## config.mk

```make
export PLATFORM = sky130hd
export DESIGN_NAME = four_function_calculator_keypad
export DESIGN_NICKNAME = d
export VERILOG_FILES = /design/src/sv/fcalc_pkg.sv /design/src/sv/four_function_calculator_keypad.sv
export SDC_FILE = /design/constraint.sdc
export NUM_CORES = 1
export LEC_CHECK = 0
export BUFFER_PORTS_ARGS = -buffer_cell sky130_fd_sc_hd__buf_2
export CAP_MARGIN = 25
export CORE_MARGIN = 4
export CORE_UTILIZATION = 60
export CTS_CLUSTER_SIZE = 10
export DETAILED_ROUTE_END_ITERATION = 8
export GPL_TIMING_DRIVEN = 1
export PLACE_DENSITY = 0.83
export SETUP_SLACK_MARGIN = 0.2
export SLEW_MARGIN = 20
export SYNTH_ARGS = -nofsm -noshare
export SYNTH_HDL_FRONTEND = slang
export SYNTH_SLANG_ARGS = --single-unit
```

## constraint.sdc

```tcl
create_clock -name clk -period 8.6 [get_ports clk]
set_input_delay 0.43 -clock clk [delete_from_list [all_inputs] [get_ports clk]]
set_output_delay 0.43 -clock clk [all_outputs]
set_load 0.03 [all_outputs]
```

## src/sv/fcalc_pkg.sv

```systemverilog
// Package: key codes, field widths and power-of-ten table for the calculator.
`timescale 1ns / 1ps
package fcalc_pkg;
  localparam int DISPLAY_CHARS_DEF = 12;
  localparam int FUNC_W = 3;
  localparam int DIGIT_W = 4;
  localparam int DVAL_W = 41;
  localparam int DLEN_W = 4;
  localparam int ACC_W = 32;
  localparam int OP_W = 3;

  localparam logic [FUNC_W-1:0] KEY_DIGIT  = 3'd0;
  localparam logic [FUNC_W-1:0] KEY_ADD    = 3'd1;
  localparam logic [FUNC_W-1:0] KEY_SUB    = 3'd2;
  localparam logic [FUNC_W-1:0] KEY_MUL    = 3'd3;
  localparam logic [FUNC_W-1:0] KEY_DIV    = 3'd4;
  localparam logic [FUNC_W-1:0] KEY_EQUALS = 3'd5;
  localparam logic [FUNC_W-1:0] KEY_CLEAR  = 3'd6;
  localparam logic [OP_W-1:0]   OP_NONE    = 3'd0;

  function automatic logic [ACC_W-1:0] pow10(input logic [3:0] k);
    logic [ACC_W-1:0] r;
    case (k)
      4'd1:    r = 32'd10;
      4'd2:    r = 32'd100;
      4'd3:    r = 32'd1000;
      4'd4:    r = 32'd10000;
      4'd5:    r = 32'd100000;
      4'd6:    r = 32'd1000000;
      4'd7:    r = 32'd10000000;
      4'd8:    r = 32'd100000000;
      4'd9:    r = 32'd1000000000;
      default: r = 32'd1;
    endcase
    return r;
  endfunction
endpackage

```

## src/sv/four_function_calculator_keypad.sv

```systemverilog
// Four-function calculator keypad: key decoding, serial multiply/divide, display.
// Usage:
//   Input channel (in_valid/in_stall) carries one keypress: func and digit.
//   Output channel (out_valid/out_stall) carries one result per keypress:
//   display value and length, accumulator and pending operator after the key.
//   One keypress is processed at a time; in_stall is high while it is at work.
// Sequence:
//   Digit, clear and ignored keys pass from accept to the output stage.
//   Operator/equals keys: add, subtract, plain load or divide by zero go
//   through the digit count of the accumulator; multiply and divide first
//   run the shift-add multiplier or restoring divider (one bit per cycle
//   over 32 bits), then the digit count (one power of ten per cycle).
//   The next keypress is taken once the result reaches the output register.
// Reset: synchronous rst clears display to 0 (length 1), accumulator to 0,
//   no pending operator, fresh entry set, output empty.
// Stall: a result waits in the output register while out_stall is high; the
//   next keypress may be taken meanwhile, and its result waits until free.
`timescale 1ns / 1ps
module four_function_calculator_keypad #(
  parameter int DISPLAY_CHARS = fcalc_pkg::DISPLAY_CHARS_DEF
) (
  input  logic                                  clk,
  input  logic                                  rst,
  input  logic                                  in_valid,
  output logic                                  in_stall,
  input  logic [fcalc_pkg::FUNC_W-1:0]          func,
  input  logic [fcalc_pkg::DIGIT_W-1:0]         digit,
  output logic                                  out_valid,
  input  logic                                  out_stall,
  output logic signed [fcalc_pkg::DVAL_W-1:0]   display_value,
  output logic [fcalc_pkg::DLEN_W-1:0]          display_length,
  output logic signed [fcalc_pkg::ACC_W-1:0]    accumulator,
  output logic [fcalc_pkg::OP_W-1:0]            pending_operator
);
  import fcalc_pkg::*;

  localparam int DW = (4 * DISPLAY_CHARS > ACC_W) ? 4 * DISPLAY_CHARS : ACC_W;
  localparam int MAXLEN = (DISPLAY_CHARS > 11) ? DISPLAY_CHARS : 11;
  localparam int LW = $clog2(MAXLEN + 1);

  localparam logic [2:0] S_IDLE = 3'd0;
  localparam logic [2:0] S_MUL  = 3'd1;
  localparam logic [2:0] S_DIV  = 3'd2;
  localparam logic [2:0] S_LEN  = 3'd3;
  localparam logic [2:0] S_FIN  = 3'd4;

  logic [2:0]         state;
  logic [4:0]         cnt;
  logic signed [DW-1:0] disp;
  logic [LW-1:0]      dlen;
  logic [ACC_W-1:0]   acc;
  logic [OP_W-1:0]    op;
  logic               fresh;
  logic [ACC_W-1:0]   ra;
  logic [ACC_W-1:0]   rb;
  logic [ACC_W-1:0]   rp;
  logic               negq;

  logic [ACC_W-1:0]   v;
  logic [ACC_W-1:0]   mag;
  logic [DW-1:0]      disp_x10;
  logic [DW-1:0]      dig_w;
  logic [ACC_W-1:0]   mul_sum;
  logic [ACC_W:0]     div_t;
  logic [ACC_W:0]     div_d;
  logic               div_ge;
  logic [ACC_W-1:0]   q_next;
  logic               out_free;

  assign in_stall = (state != S_IDLE);
  assign out_free = !out_valid || !out_stall;

  assign v        = disp[ACC_W-1:0];
  assign mag      = acc[ACC_W-1] ? (~acc + 32'd1) : acc;
  assign disp_x10 = (DW'(disp) << 3) + (DW'(disp) << 1);
  assign dig_w    = DW'(digit);
  assign mul_sum  = rb[0] ? (rp + ra) : rp;
  assign div_t    = {rp, ra[ACC_W-1]};
  assign div_d    = div_t - {1'b0, rb};
  assign div_ge   = !div_d[ACC_W];
  assign q_next   = {ra[ACC_W-2:0], div_ge};

  always_ff @(posedge clk) begin
    if (rst) begin
      state     <= S_IDLE;
      cnt       <= '0;
      disp      <= '0;
      dlen      <= LW'(1);
      acc       <= '0;
      op        <= OP_NONE;
      fresh     <= 1'b1;
      out_valid <= 1'b0;
    end else begin
      if (!out_stall && state != S_FIN) out_valid <= 1'b0;
      unique case (state)
        S_IDLE: begin
          if (in_valid) begin
            case (func)
              KEY_DIGIT: begin
                state <= S_FIN;
                if (digit <= 4'd9) begin
                  if (fresh || (disp == '0 && dlen == LW'(1))) begin
                    disp  <= signed'(dig_w);
                    dlen  <= LW'(1);
                    fresh <= 1'b0;
                  end else if (dlen < LW'(DISPLAY_CHARS)) begin
                    disp <= disp[DW-1] ? signed'(disp_x10 - dig_w)
                                       : signed'(disp_x10 + dig_w);
                    dlen <= dlen + LW'(1);
                  end
                end
              end
              KEY_ADD, KEY_SUB, KEY_MUL, KEY_DIV, KEY_EQUALS: begin
                op    <= (func == KEY_EQUALS) ? OP_NONE : func;
                fresh <= 1'b1;
                cnt   <= '0;
                if (op != OP_NONE && !fresh) begin
                  case (op)
                    KEY_ADD: begin
                      acc   <= acc + v;
                      state <= S_LEN;
                    end
                    KEY_SUB: begin
                      acc   <= acc - v;
                      state <= S_LEN;
                    end
                    KEY_MUL: begin
                      ra    <= acc;
                      rb    <= v;
                      rp    <= '0;
                      state <= S_MUL;
                    end
                    KEY_DIV: begin
                      if (v != '0) begin
                        ra    <= mag;
                        rb    <= v[ACC_W-1] ? (~v + 32'd1) : v;
                        rp    <= '0;
                        negq  <= acc[ACC_W-1] ^ v[ACC_W-1];
                        state <= S_DIV;
                      end else begin
                        state <= S_LEN;
                      end
                    end
                    default: state <= S_LEN;
                  endcase
                end else begin
                  acc   <= v;
                  state <= S_LEN;
                end
              end
              KEY_CLEAR: begin
                disp  <= '0;
                dlen  <= LW'(1);
                acc   <= '0;
                op    <= OP_NONE;
                fresh <= 1'b1;
                state <= S_FIN;
              end
              default: state <= S_FIN;
            endcase
          end
        end
        S_MUL: begin
          rp  <= mul_sum;
          ra  <= {ra[ACC_W-2:0], 1'b0};
          rb  <= {1'b0, rb[ACC_W-1:1]};
          cnt <= cnt + 5'd1;
          if (cnt == 5'd31) begin
            acc   <= mul_sum;
            state <= S_LEN;
          end
        end
        S_DIV: begin
          rp  <= div_ge ? div_d[ACC_W-1:0] : div_t[ACC_W-1:0];
          ra  <= q_next;
          cnt <= cnt + 5'd1;
          if (cnt == 5'd31) begin
            acc   <= negq ? (~q_next + 32'd1) : q_next;
            state <= S_LEN;
          end
        end
        S_LEN: begin
          cnt <= cnt + 5'd1;
          if (cnt == 5'd0) begin
            dlen <= acc[ACC_W-1] ? LW'(2) : LW'(1);
          end else if (mag >= pow10(cnt[3:0])) begin
            dlen <= dlen + LW'(1);
          end
          if (cnt == 5'd9) begin
            disp  <= DW'(signed'(acc));
            state <= S_FIN;
          end
        end
        S_FIN: begin
          if (out_free) begin
            display_value    <= DVAL_W'(disp);
            display_length   <= DLEN_W'(dlen);
            accumulator      <= acc;
            pending_operator <= op;
            out_valid        <= 1'b1;
            state            <= S_IDLE;
          end
        end
        default: state <= S_IDLE;
      endcase
    end
  end
endmodule

```

==> qor.csv <==
stage;metric;value;unit
setup_path;criticalPathCategory;register to register;
final_layout;final-instance-count-excl-fill;3716;
timing;maxClockFrequency;168.4;MHz
route;vias;25225;
place;placed_cells_incl_taps;3644;
route;post_drt_wl_per_cell;24.06;um
setup_path;critPathCaptureType;register;
clock_tree;cts_num_sinks;297;
timing;relSlewSlack;0.2264;
die;floorplan.io_pins;93;
pwr;total_leakage_power;0.01111;uW
route;drt-initial-drc-count;3001;
synth;synth_commonest_cells;324 x nand2_1, 289 x nor2_1, 225 x a21oi_1;
clock_tree;tritoncts;yes;
synth;seq_area_frac_synth;0.2994;
pwr;power-per-cell-area;394.4;nW/um2
final_layout;layout-drive-gt1-share;0.08029;
clock_tree;clk_pin_slew;0.06;ns
setup_path;crit_path_max_fanout;45;
clock_tree;tritoncts.num_buffers;38;
global_routing;track_usage;0.3678;
clock_tree;postCtsSetupBuffers;0;
die;initial_core_utilization;0.6105;
pwr;combinationalPowerShare;0.626;
timing;timing.final.max_slew_violations;0;
timing;period_share;0.6906;
synth;asyncSetResetFlopFracSynth;0;
synth;synth.top_cell.area_share;0.2062;
place;finalWeightedCongestion;1.052;
final_layout;finalCoreUtilization;0.6572;
final_layout;final_net_count;3351;
setup_path;timing.critical_path.required;9.06;ns
timing;setup_repair_after_global_routing_missed_its_margin;no;
synth;synth_warnings;0;
global_routing;grt_pass1_vias;23789;
min_path;hold_path_depth;3;
clock_tree;h-tree-depth;2;
route;routed_wl;89.42;mm
global_routing;grt_first_pass_wirelength;135.8;mm
synth;synth_top_cells_by_area;edfxtp_1 21%, dfxtp_1 9.3%, ha_1 9.1%;
pwr;ir_drop;0.2224;mV
synth;synthesis.nets;3366;
clock_tree;worst_skew_pair.late_latency;0.57;ns
pwr;net-switching-power;5487;uW
die;fp.dieArea;46340;um2
final_layout;fillCellCount;3533;
outcome;status;complete, no violations;
synth;postSynthAreaPerCell;8.155;um2
setup_path;cp-start-kind;register;
global_routing;grt_max_degree;71;
place;io_buffer_count;92;
min_path;hold_path.class;input port to register;
global_routing;grt_overflow_total;0;
route;detailedRoute.firstPassIterationCount;6;
flow_run;drv_cap;0;
timing;worst_pin_slew;1.146;ns
route;vias_per_cell;6.788;
pwr;clockPowerShare;0.143;
route;detail_route.drc_violations;0;
route;antenna_left;0;
die;die_h;215.3;um
final_layout;multi_input_area;16960;um2
clock_tree;cts-root-to-sink-buffers;3;
die;chipWidth;215.3;um
die;std_cell_rows;75;
synth;synth_area;25780;um2
pwr;internal-power;5458;uW
timing;fin_crit;5.940;ns
final_layout;areaGrowthSynthToFinish;7.659;%
synth;mapped_cells;3161;
die;placeableCoreArea;42230;um2
synth;synth_area_leader_cell;edfxtp_1;
timing;final_setup_violation_count;0;
synth;yosys.cell_types.count;94;
synth;most_frequently_used_cell_type_in_the_post_synthesis_netlist;nand2_1;
clock_tree;cts.hold.buffers_added;0;
final_layout;area_taken_by_flip_flops_and_latches;7717;um2
timing;finClkSkew;0.01993;ns
place;place_hpwl;67.06;mm
clock_tree;clock-root-buffer;clkbuf_16;
global_routing;antenna_violations_before_repair;0;
pwr;power.share.switching;0.5013;
timing;worst_hold_slack;0.1766;ns
timing;timing.setup.tns;0;ns
timing;final_hold_viol_count;0;
setup_path;worst_ep_arrival_time;6.40;ns
synth;synth_edf_count;177;
clock_tree;post_cts_resized;0;
synth;synth_seq_cells;297;
pwr;seqPwrFrac;0.232;
synth;synth_ff_type;edfxtp_1;
setup_path;reg2regPathDepth;21;
## power by group through the flow
stage	registers, uW	clock network [uW]	logic, uW
after CTS	2500	1560	6630
final	2540	1560	6850
after global placement	2510	0	6410
after detailed placement	2520	0	6580
after floorplan	2230	0	5140
after global routing	2540	1630	7450
## logic make-up after synthesis
family / count (synthesis) / synth area share
AND/OR/NAND/NOR: 1112 / 0.2081
AO/OA/AOI/OAI: 909 / 0.2313
buffers and inverters: 308 / 0.04562
flip-flops: 297 / 0.2994
XOR/XNOR: 290 / 0.09911
adder cells (fa/ha/maj): 194 / 0.09591
multiplexers: 51 / 0.02053
## cell usage in the layout, fill, tap and decap left out, types with 44 or more instances in the layout
cell type and count:
nor2_1 288, xor2_1 105, inv_1 126, nor3_1 126, ha_1 188, nand2_1 323, buf_2 91, a221oi_1 44
o21ai_0 205, a21o_1 109, dfxtp_1 120, edfxtp_1 177, xnor2_1 182, a21oi_1 224, nand3_1 65
## flip-flops by register name, summed over array words and instances (netlist names), named ones only
register and flops:
rp 32, accumulator 32, ra 32, rb 32, state 3, pending_operator 3
display_length 4, fresh 1, disp 48, out_valid 1, acc 32, dlen 4
negq 1, op 3, cnt 5, display_value 41
## layer usage
metal  routed length [um]  vias to the layer above  part of all wire  global-route usage
met4                 5665                        0             0.063              0.1928
met2                39940                     1493              0.45              0.5869
met3                 9692                      347              0.11             0.07458
li1                     -                    11572                 -                   -
met5                    0                        -                 0                   0
met1                34120                    11813              0.38              0.4730
## through the flow
stage / worst slack, ns / instance area (um2) / power [uW]
2_1_floorplan: 1.083 / 25780 / 7367
3_3_place_gp: 3.000 / 26530 / 8921
3_5_place_dp: 2.830 / 26530 / 9101
4_1_cts: 2.793 / 27720 / 10690
5_1_grt: 2.240 / 27750 / 11620
6_report: 2.660 / 27750 / 10950
## cell type report
class	count	area share
repair buffers	127	0.02660
clock buffers	64	0.04112
multi-input cells	2556	0.6110
inverters	126	0.01704
flip-flops and latches	297	0.2781
diodes	1	0.00009017
well taps	539	0.02430
clock inverters	6	0.001803
## critical path, stage by stage, from the launching register on
cell      delay (ns)
edfxtp_1        0.33
buf_4           0.48
ha_1            0.28
inv_1           0.06
fa_1            0.40
a21o_1          0.18
a21oi_1         0.26
nor3_1          0.11
nand4b_1        0.18
o311ai_0        0.30
o21ai_0         0.40
a221oi_1        0.48
xnor2_2         0.12
inv_1           0.09
ha_1            0.29
nand4_1         0.14
o31ai_1         0.78
nand2_1         0.19
a21oi_1         0.20
xnor2_1         0.16
a21oi_1         0.10
a311oi_1        0.31
## final timing paths
check / startpoint / endpoint / slack [ns]
hold / removal: out_stall / out_valid$_SDFF_PP0_ / 0.18
hold reg to reg: out_valid$_SDFF_PP0_ / out_valid$_SDFF_PP0_ / 0.51
setup reg to reg: rb[0]$_DFFE_PP_ / acc[30]$_SDFFE_PP0P_ / 2.66
setup / recovery: rb[0]$_DFFE_PP_ / acc[30]$_SDFFE_PP0P_ / 2.66
Power figures use the tool's default switching activity.
